## src/hdl/tsbrs_pkg.sv

```systemverilog
// shared codes and controller command type for the two-stack radix sorter
package tsbrs_pkg;

    localparam logic [1:0] OPC_CLEAR   = 2'd0;
    localparam logic [1:0] OPC_LOAD    = 2'd1;
    localparam logic [1:0] OPC_ADVANCE = 2'd2;

    localparam logic [1:0] OP_ROT   = 2'd0;
    localparam logic [1:0] OP_PUSHB = 2'd1;
    localparam logic [1:0] OP_PUSHA = 2'd2;
    localparam logic [1:0] OP_NONE  = 2'd3;

    localparam logic [1:0] PH_LOADING  = 2'd0;
    localparam logic [1:0] PH_SCANNING = 2'd1;
    localparam logic [1:0] PH_DRAINING = 2'd2;
    localparam logic [1:0] PH_DONE     = 2'd3;

    typedef struct packed {
        logic capture;
        logic read;
        logic exec;
    } tsbrs_cmd_t;

endpackage

```

## src/hdl/tsbrs_ctrl.sv

```systemverilog
// handshake and sequencing state machine of the radix sorter
module tsbrs_ctrl (
    input  logic              aclk,
    input  logic              aresetn,
    input  logic              s_tvalid,
    output logic              s_tready,
    output logic              m_tvalid,
    input  logic              m_tready,
    output tsbrs_pkg::tsbrs_cmd_t cmd
);
    import tsbrs_pkg::*;

    localparam logic [1:0] S_IDLE = 2'd0;
    localparam logic [1:0] S_READ = 2'd1;
    localparam logic [1:0] S_EXEC = 2'd2;

    logic [1:0] state_reg;
    logic [1:0] state_next;
    logic       out_valid_reg;
    logic       out_valid_next;
    logic       slot_free;

    assign s_tready  = (state_reg == S_IDLE);
    assign m_tvalid  = out_valid_reg;
    assign slot_free = !out_valid_reg || m_tready;

    always_comb begin
        state_next  = state_reg;
        cmd.capture = 1'b0;
        cmd.read    = 1'b0;
        cmd.exec    = 1'b0;
        unique case (state_reg)
            S_IDLE: begin
                if (s_tvalid) begin
                    cmd.capture = 1'b1;
                    state_next  = S_READ;
                end
            end
            S_READ: begin
                cmd.read   = 1'b1;
                state_next = S_EXEC;
            end
            S_EXEC: begin
                if (slot_free) begin
                    cmd.exec   = 1'b1;
                    state_next = S_IDLE;
                end
            end
            default: begin
                state_next = S_IDLE;
            end
        endcase
    end

    always_comb begin
        out_valid_next = out_valid_reg;
        if (cmd.exec) begin
            out_valid_next = 1'b1;
        end else if (m_tready) begin
            out_valid_next = 1'b0;
        end
    end

    always_ff @(posedge aclk) begin
        if (!aresetn) begin
            state_reg     <= S_IDLE;
            out_valid_reg <= 1'b0;
        end else begin
            state_reg     <= state_next;
            out_valid_reg <= out_valid_next;
        end
    end

endmodule

```

## src/hdl/tsbrs_datapath.sv

```systemverilog
// stack memories, pass counters and result register of the radix sorter
module tsbrs_datapath #(
    parameter int DEPTH     = 64,
    parameter int RANK_BITS = 6
) (
    input  logic                  aclk,
    input  logic                  aresetn,
    input  tsbrs_pkg::tsbrs_cmd_t cmd,
    input  logic [1:0]            in_opcode,
    input  logic [RANK_BITS-1:0]  in_rank,
    output logic [1:0]            operation,
    output logic [RANK_BITS-1:0]  moved_rank,
    output logic                  done_res
);
    import tsbrs_pkg::*;

    localparam int AW = (DEPTH > 1) ? $clog2(DEPTH) : 1;
    localparam int CW = $clog2(DEPTH + 1);
    localparam int PW = $clog2(RANK_BITS + 1);
    localparam int SW = AW + 2;

    logic [RANK_BITS-1:0] a_mem [DEPTH];
    logic [RANK_BITS-1:0] b_mem [DEPTH];
    logic [RANK_BITS-1:0] a_rd_reg;
    logic [RANK_BITS-1:0] b_rd_reg;

    logic [1:0]           opcode_reg;
    logic [RANK_BITS-1:0] rank_reg;

    logic [AW-1:0]        a_head_reg,  a_head_next;
    logic [CW-1:0]        a_count_reg, a_count_next;
    logic [CW-1:0]        b_count_reg, b_count_next;
    logic [RANK_BITS-1:0] largest_reg, largest_next;
    logic [PW-1:0]        pass_bit_reg, pass_bit_next;
    logic [PW-1:0]        pass_total_reg, pass_total_next;
    logic [CW-1:0]        scan_pos_reg, scan_pos_next;
    logic [1:0]           phase_reg, phase_next;

    logic [1:0]           op_reg, op_next;
    logic [RANK_BITS-1:0] moved_reg, moved_next;
    logic                 done_reg, done_next;

    logic                 a_we;
    logic [AW-1:0]        a_waddr;
    logic [RANK_BITS-1:0] a_wdata;
    logic                 b_we;
    logic [AW-1:0]        b_waddr;
    logic [RANK_BITS-1:0] b_wdata;
    logic [CW-1:0]        b_top;
    logic [AW-1:0]        b_raddr;

    logic [PW-1:0]        bit_len;
    logic [SW-1:0]        tail_sum;
    logic [AW-1:0]        tail_addr;
    logic [AW-1:0]        head_inc;
    logic [AW-1:0]        head_dec;

    assign b_top   = b_count_reg - CW'(1);
    assign b_raddr = b_top[AW-1:0];

    assign head_inc = (a_head_reg == AW'(DEPTH - 1)) ? '0 : a_head_reg + AW'(1);
    assign head_dec = (a_head_reg == '0) ? AW'(DEPTH - 1) : a_head_reg - AW'(1);

    always_comb begin
        tail_sum = SW'(a_head_reg) + SW'(a_count_reg);
        if (tail_sum >= SW'(DEPTH)) begin
            tail_sum = tail_sum - SW'(DEPTH);
        end
        tail_addr = tail_sum[AW-1:0];
    end

    always_comb begin
        bit_len = '0;
        for (int i = 0; i < RANK_BITS; i++) begin
            if (largest_reg[i]) begin
                bit_len = PW'(i + 1);
            end
        end
    end

    always_comb begin
        logic [1:0]           ph;
        logic [RANK_BITS-1:0] shifted;

        a_head_next     = a_head_reg;
        a_count_next    = a_count_reg;
        b_count_next    = b_count_reg;
        largest_next    = largest_reg;
        pass_bit_next   = pass_bit_reg;
        pass_total_next = pass_total_reg;
        scan_pos_next   = scan_pos_reg;
        ph              = phase_reg;
        op_next         = OP_NONE;
        moved_next      = '0;
        a_we            = 1'b0;
        a_waddr         = tail_addr;
        a_wdata         = rank_reg;
        b_we            = 1'b0;
        b_waddr         = b_count_reg[AW-1:0];
        b_wdata         = a_rd_reg;
        shifted         = a_rd_reg >> pass_bit_reg;

        unique case (opcode_reg)
            OPC_CLEAR: begin
                a_head_next     = '0;
                a_count_next    = '0;
                b_count_next    = '0;
                largest_next    = '0;
                pass_bit_next   = '0;
                pass_total_next = '0;
                scan_pos_next   = '0;
                ph              = PH_LOADING;
            end
            OPC_LOAD: begin
                if (phase_reg == PH_LOADING && a_count_reg < CW'(DEPTH)) begin
                    a_we         = 1'b1;
                    a_count_next = a_count_reg + CW'(1);
                    if (rank_reg > largest_reg) begin
                        largest_next = rank_reg;
                    end
                end
            end
            OPC_ADVANCE: begin
                if (ph == PH_LOADING) begin
                    pass_total_next = bit_len;
                    pass_bit_next   = '0;
                    scan_pos_next   = '0;
                    shifted         = a_rd_reg;
                    ph = (bit_len == '0 || a_count_reg == '0) ? PH_DONE : PH_SCANNING;
                end
                if (ph == PH_SCANNING) begin
                    moved_next  = a_rd_reg;
                    a_head_next = head_inc;
                    if (shifted[0]) begin
                        a_we    = 1'b1;
                        a_wdata = a_rd_reg;
                        op_next = OP_ROT;
                    end else begin
                        b_we         = 1'b1;
                        b_count_next = b_count_reg + CW'(1);
                        a_count_next = a_count_reg - CW'(1);
                        op_next      = OP_PUSHB;
                    end
                    scan_pos_next = scan_pos_next + CW'(1);
                    if ((CW+1)'(scan_pos_next) >=
                        (CW+1)'(a_count_next) + (CW+1)'(b_count_next)) begin
                        ph = PH_DRAINING;
                    end
                end else if (ph == PH_DRAINING) begin
                    b_count_next = b_top;
                    a_head_next  = head_dec;
                    a_count_next = a_count_reg + CW'(1);
                    a_we         = 1'b1;
                    a_waddr      = head_dec;
                    a_wdata      = b_rd_reg;
                    moved_next   = b_rd_reg;
                    op_next      = OP_PUSHA;
                end
                if (ph == PH_DRAINING && b_count_next == '0) begin
                    pass_bit_next = pass_bit_next + PW'(1);
                    scan_pos_next = '0;
                    ph = (pass_bit_next >= pass_total_next) ? PH_DONE : PH_SCANNING;
                end
            end
            default: begin
            end
        endcase

        phase_next = ph;
        done_next  = (ph == PH_DONE);
    end

    always_ff @(posedge aclk) begin
        if (cmd.exec && a_we) begin
            a_mem[a_waddr] <= a_wdata;
        end
        if (cmd.read) begin
            a_rd_reg <= a_mem[a_head_reg];
        end
    end

    always_ff @(posedge aclk) begin
        if (cmd.exec && b_we) begin
            b_mem[b_waddr] <= b_wdata;
        end
        if (cmd.read) begin
            b_rd_reg <= b_mem[b_raddr];
        end
    end

    always_ff @(posedge aclk) begin
        if (cmd.capture) begin
            opcode_reg <= in_opcode;
            rank_reg   <= in_rank;
        end
        if (cmd.exec) begin
            op_reg    <= op_next;
            moved_reg <= moved_next;
            done_reg  <= done_next;
        end
    end

    always_ff @(posedge aclk) begin
        if (!aresetn) begin
            a_head_reg     <= '0;
            a_count_reg    <= '0;
            b_count_reg    <= '0;
            largest_reg    <= '0;
            pass_bit_reg   <= '0;
            pass_total_reg <= '0;
            scan_pos_reg   <= '0;
            phase_reg      <= PH_LOADING;
        end else if (cmd.exec) begin
            a_head_reg     <= a_head_next;
            a_count_reg    <= a_count_next;
            b_count_reg    <= b_count_next;
            largest_reg    <= largest_next;
            pass_bit_reg   <= pass_bit_next;
            pass_total_reg <= pass_total_next;
            scan_pos_reg   <= scan_pos_next;
            phase_reg      <= phase_next;
        end
    end

    assign operation  = op_reg;
    assign moved_rank = moved_reg;
    assign done_res   = done_reg;

endmodule

```

## src/hdl/two_stack_binary_radix_sort.sv

```systemverilog
// top level of the two-stack binary radix sorter
//
//  channel   direction  tuser            tdata
//  s_        in         opcode [1:0]     rank [RANK_BITS-1:0]
//  m_        out        operation [1:0]  moved_rank, then done_res above it
//
//  every transaction passes through three steps: capture, stack memory read, execute
//  the stack memories have a registered read port, which sets the read cycle
//  a new transaction is taken while the previous result still waits on m_
//  a stalled result holds the execute step until m_tready frees the register
//  aresetn clears counters and phase; stack contents need no clearing
module two_stack_binary_radix_sort #(
    parameter int DEPTH     = 64,
    parameter int RANK_BITS = 6
) (
    input  logic                                 aclk,
    input  logic                                 aresetn,
    input  logic                                 s_tvalid,
    output logic                                 s_tready,
    input  logic [((RANK_BITS+7)/8)*8-1:0]       s_tdata,  // rank
    input  logic [1:0]                           s_tuser,  // opcode
    output logic                                 m_tvalid,
    input  logic                                 m_tready,
    output logic [((RANK_BITS+8)/8)*8-1:0]       m_tdata,  // moved_rank, done_res
    output logic [1:0]                           m_tuser   // operation
);
    import tsbrs_pkg::*;

    localparam int MW = ((RANK_BITS + 8) / 8) * 8;

    tsbrs_cmd_t           cmd;
    logic [RANK_BITS-1:0] moved_rank;
    logic                 done_res;

    tsbrs_ctrl u_ctrl (
        .aclk     (aclk),
        .aresetn  (aresetn),
        .s_tvalid (s_tvalid),
        .s_tready (s_tready),
        .m_tvalid (m_tvalid),
        .m_tready (m_tready),
        .cmd      (cmd)
    );

    tsbrs_datapath #(
        .DEPTH     (DEPTH),
        .RANK_BITS (RANK_BITS)
    ) u_datapath (
        .aclk       (aclk),
        .aresetn    (aresetn),
        .cmd        (cmd),
        .in_opcode  (s_tuser),
        .in_rank    (s_tdata[RANK_BITS-1:0]),
        .operation  (m_tuser),
        .moved_rank (moved_rank),
        .done_res   (done_res)
    );

    assign m_tdata = MW'({done_res, moved_rank});

endmodule

```

## config.mk

```make
export PLATFORM = sky130hd
export DESIGN_NAME = two_stack_binary_radix_sort
export DESIGN_NICKNAME = d
export VERILOG_FILES = /design/src/hdl/tsbrs_pkg.sv /design/src/hdl/tsbrs_ctrl.sv /design/src/hdl/tsbrs_datapath.sv /design/src/hdl/two_stack_binary_radix_sort.sv
export SDC_FILE = /design/constraint.sdc
export NUM_CORES = 1
export LEC_CHECK = 0
export BUFFER_PORTS_ARGS = -buffer_cell sky130_fd_sc_hd__buf_2
export CORE_ASPECT_RATIO = 0.5
export CORE_MARGIN = 4
export CORE_UTILIZATION = 56
export DETAILED_ROUTE_END_ITERATION = 10
export HOLD_SLACK_MARGIN = 0.1
export PLACE_DENSITY = 0.79
export SLEW_MARGIN = 0
export SYNTH_ARGS = -nofsm -noshare
export SYNTH_HDL_FRONTEND = slang
export SYNTH_SLANG_ARGS = --single-unit
```

## constraint.sdc

```tcl
create_clock -name aclk -period 17.07 [get_ports aclk]
set_clock_uncertainty 0.05 [all_clocks]
set_input_delay 0.8535 -clock aclk [delete_from_list [all_inputs] [get_ports aclk]]
set_output_delay 0.8535 -clock aclk [all_outputs]
set_load 0.005 [all_outputs]
```

==> results.sh <==
export IMPL_yosysWarnings=0
export IMPL_number_of_synthesized_flops_with_an_enable_pin=797
export IMPL_fin_crit_sh_pct=34.70
export IMPL_number_of_global_route_vias_before_repair=18070
export IMPL_hold_violations=0
export IMPL_final_global_route_overflow_total=0
export IMPL_netlist_area_leader_share_pct=68.33
export IMPL_floorplan_rows=64
export IMPL_setup_viol=0
export IMPL_detail_route_antenna_nets=0
export IMPL_worstSetupPathType="register to register"
export IMPL_synth_lib_cells_used_distinct=77
export IMPL_ioPinCount=26
export IMPL_actual_slew_at_the_worst_max_slew_pin_ns=1.282
export IMPL_globalRouteTotalUtil_pct=22.44
export IMPL_grt_first_pass_wirelength_um=112600
export IMPL_dr_total_vias=17930
export IMPL_maxCapViolCount=0
export IMPL_cts_max_level=3
export IMPL_postSynthRegisterBits=841
export IMPL_sequential_fraction_of_the_synthesis_area_pct=70.85
export IMPL_chipHeight_um=184.8
export IMPL_ff_latch_area_um2=24830
export IMPL_most_frequent_cells_after_synthesis="sky130_fd_sc_hd__edfxtp_1 (797), sky130_fd_sc_hd__mux4_2 (237), sky130_fd_sc_hd__nor2_1 (197), sky130_fd_sc_hd__nand2_1 (69), sky130_fd_sc_hd__clkbuf_1 (67)"
export IMPL_hold_path_class="input pin to register"
export IMPL_design_die_area_um2=66850
export IMPL_globalplace_congestion=0.8642
export IMPL_mappedNetlistNets=1972
export IMPL_multi_input_area_um2=9689
export IMPL_clock_path_buffers=3
export IMPL_viasPerCell=6.373
export IMPL_clock_latency_ns=0.62
export IMPL_worstPathMaxFanout=25
export IMPL_placed_cell_area_um2=35950
export IMPL_avgSynthCellArea_um2=18.28
export IMPL_cts_resized_gates=0
export IMPL_postSynthCellCount=1916
export IMPL_routed_wire_length_per_instance_um=26.09
export IMPL_antenna_cells=0
export IMPL_synth_ff_type="sky130_fd_sc_hd__edfxtp_1"
export IMPL_post_route_drc_count=0
export IMPL_fraction_of_layout_cells_with_a_size_suffix_above_1_pct=21.03
export IMPL_numClockSinks=841
export IMPL_max_vdd_ir_drop_mv=0.09191
export IMPL_worst_endpoint_required_time_ns=17.58
export IMPL_stdcell_area_um2=38290
export IMPL_cts_hold_fix_buffers=0
export IMPL_numCtsBuffers=72
export IMPL_drt_pass1_iter_count=6
export IMPL_dieWidth_um=361.7
export IMPL_mappedNetlistArea_um2=35020
export IMPL_layout_setup_ws_ns=11.15
export IMPL_rsz0062_at_grt="false"
export IMPL_synth_async_sr_flop_share_pct=0
export IMPL_dp_hpwl_um=44220
export IMPL_timing_hold_ws_ns=0.3735
export IMPL_clockRootBuffer="sky130_fd_sc_hd__clkbuf_16"
export IMPL_yosys_top_cells_area="sky130_fd_sc_hd__edfxtp_1 (68%), sky130_fd_sc_hd__mux4_2 (15%), sky130_fd_sc_hd__dfxtp_1 (2.5%)"
export IMPL_start_kind="register"
export IMPL_arrival_ns=6.43
export IMPL_buffers_added_on_ports=22
export IMPL_final_nets=1985
export IMPL_finalSetupTns_ns=0
export IMPL_cts_tree="done"
export IMPL_pin_count_of_the_biggest_net_entering_global_routing=79
export IMPL_synth_largest_area_cell="sky130_fd_sc_hd__edfxtp_1"
export IMPL_timing_final_max_slew_violations=0
export IMPL_status="finished, final reports clean"
export IMPL_place_ws_ns=11.29
export IMPL_drt_first_iter_violations=2253
export IMPL_timing_final_crit_period_ns=5.923
export IMPL_peak_clock_frequency_supported_by_timing_mhz=168.8
export IMPL_endpoint_kind="register"
export IMPL_postCtsSetupBuffers=0
export IMPL_fill_cells=4147
export IMPL_core_area_um2=61500
export IMPL_cts_reportedPaths_clkPinSlew_ns=0.07
export IMPL_static_leakage_power_nw=11.59
export IMPL_layout_top_registers="u_datapath.a_mem: 384 flops, u_datapath.b_mem: 384 flops"
export IMPL_powerDensity_nw_per_um2=103.6
export IMPL_floorplan_initialDensity_pct=56.95
export IMPL_synthMostInstantiatedCell="sky130_fd_sc_hd__edfxtp_1"
export IMPL_wirelength_um=73410
export IMPL_max_slew_margin_rel_pct=14.55
export IMPL_antenna_violations_before_repair=0
export IMPL_syn_to_final_growth_pct=9.328
placed cells by master, fill, tap and decap left out, types with 19 or more instances in the layout:
| cell type | n |
|---|---|
| sky130_fd_sc_hd__o21ai_0 | 34 |
| sky130_fd_sc_hd__ha_1 | 39 |
| sky130_fd_sc_hd__clkbuf_16 | 72 |
| sky130_fd_sc_hd__buf_4 | 23 |
| sky130_fd_sc_hd__xnor2_1 | 29 |
| sky130_fd_sc_hd__mux2i_1 | 19 |
| sky130_fd_sc_hd__a21oi_1 | 41 |
| sky130_fd_sc_hd__dfxtp_1 | 40 |
| sky130_fd_sc_hd__a22oi_1 | 20 |
| sky130_fd_sc_hd__mux4_2 | 237 |
| sky130_fd_sc_hd__nand2_1 | 69 |
| sky130_fd_sc_hd__edfxtp_1 | 797 |
| sky130_fd_sc_hd__nor2_1 | 197 |
| sky130_fd_sc_hd__inv_1 | 28 |
| sky130_fd_sc_hd__buf_2 | 22 |
| sky130_fd_sc_hd__nand3_1 | 34 |
worst paths after layout:
| kind | cells after the start | startpoint | to | slack [ns] |
|---|---|---|---|---|
| worst max-delay path | 23 | u_datapath.phase_reg[0]$_SDFFE_PN0P_ | u_datapath.scan_pos_reg[5]$_SDFFE_PN0P_ | 11.15 |
| worst min-delay path | 1 | s_tdata[1] | u_datapath.rank_reg[1]$_DFFE_PP_ | 0.37 |
| worst max register to register | 23 | u_datapath.phase_reg[0]$_SDFFE_PN0P_ | u_datapath.scan_pos_reg[5]$_SDFFE_PN0P_ | 11.15 |
| worst min register to register | 2 | u_datapath.scan_pos_reg[1]$_SDFFE_PN0P_ | u_datapath.scan_pos_reg[1]$_SDFFE_PN0P_ | 0.45 |
worst max-delay path, cell delays in order, from the launching register on:
cell and delay, ns:
sky130_fd_sc_hd__dfxtp_1 0.61, sky130_fd_sc_hd__or2_1 0.58, sky130_fd_sc_hd__o31ai_2 0.22, sky130_fd_sc_hd__o22ai_1 0.17, sky130_fd_sc_hd__buf_4 0.30, sky130_fd_sc_hd__nand2_1 0.12, sky130_fd_sc_hd__xnor2_1 0.18, sky130_fd_sc_hd__ha_1 0.41
sky130_fd_sc_hd__nand2_1 0.07, sky130_fd_sc_hd__nor3_1 0.16, sky130_fd_sc_hd__o21ai_0 0.12, sky130_fd_sc_hd__o211ai_1 0.20, sky130_fd_sc_hd__and3_1 0.23, sky130_fd_sc_hd__nor2_1 0.06, sky130_fd_sc_hd__xor2_1 0.14, sky130_fd_sc_hd__ha_1 0.32
sky130_fd_sc_hd__a211o_1 0.29, sky130_fd_sc_hd__a31oi_1 0.13, sky130_fd_sc_hd__o21ai_0 0.13, sky130_fd_sc_hd__and3_1 0.18, sky130_fd_sc_hd__o22ai_1 0.33, sky130_fd_sc_hd__nor3_4 0.16, sky130_fd_sc_hd__o31ai_2 0.47, sky130_fd_sc_hd__a22o_1 0.20
metal layers:
layer	GRT usage, %	share of wire (%)
met1	31.12	40
met3	4.838	8.4
met2	36.68	49
met4	6.689	2.8
met5	0	0
report_power, final:
| part | internal, mW | switching (mW) |
|---|---|---|
| Combinational | 0.0146 | 0.0523 |
| Clock | 0.912 | 0.730 |
| Sequential | 2.26 | 0.00303 |
through the flow:
stage	total power [mW]	std cells	util (%)
6_report	3.968	2813	62.26
5_1_grt	4.096	2813	62.26
4_1_cts	3.990	2813	62.26
3_5_place_dp	2.372	2680	58.46
3_3_place_gp	2.368	2680	58.46
2_1_floorplan	2.343	1916	-
final cells by class:
| type | instances | share of cell area [%] |
|---|---|---|
| Timing Repair Buffer | 45 | 0.7385 |
| Sequential cell | 841 | 64.84 |
| Multi-Input combinational cell | 936 | 25.30 |
| Inverter | 33 | 0.3235 |
| Tap cell | 825 | 2.696 |
| Clock inverter | 39 | 1.075 |
| Clock buffer | 94 | 5.026 |
cell families after synthesis:
group	Yosys count	share of synthesized area, %
adders and majority gates	42	1.543
AOI/OAI and AO/OA	199	3.940
other	1	0.01071
xor gates and xnor gates	43	1.075
buffers and inverters	139	1.572
DFF	841	70.85
and+or+nand+nor	389	5.034
muxes	262	15.98
(Power assumes the default switching activity.)
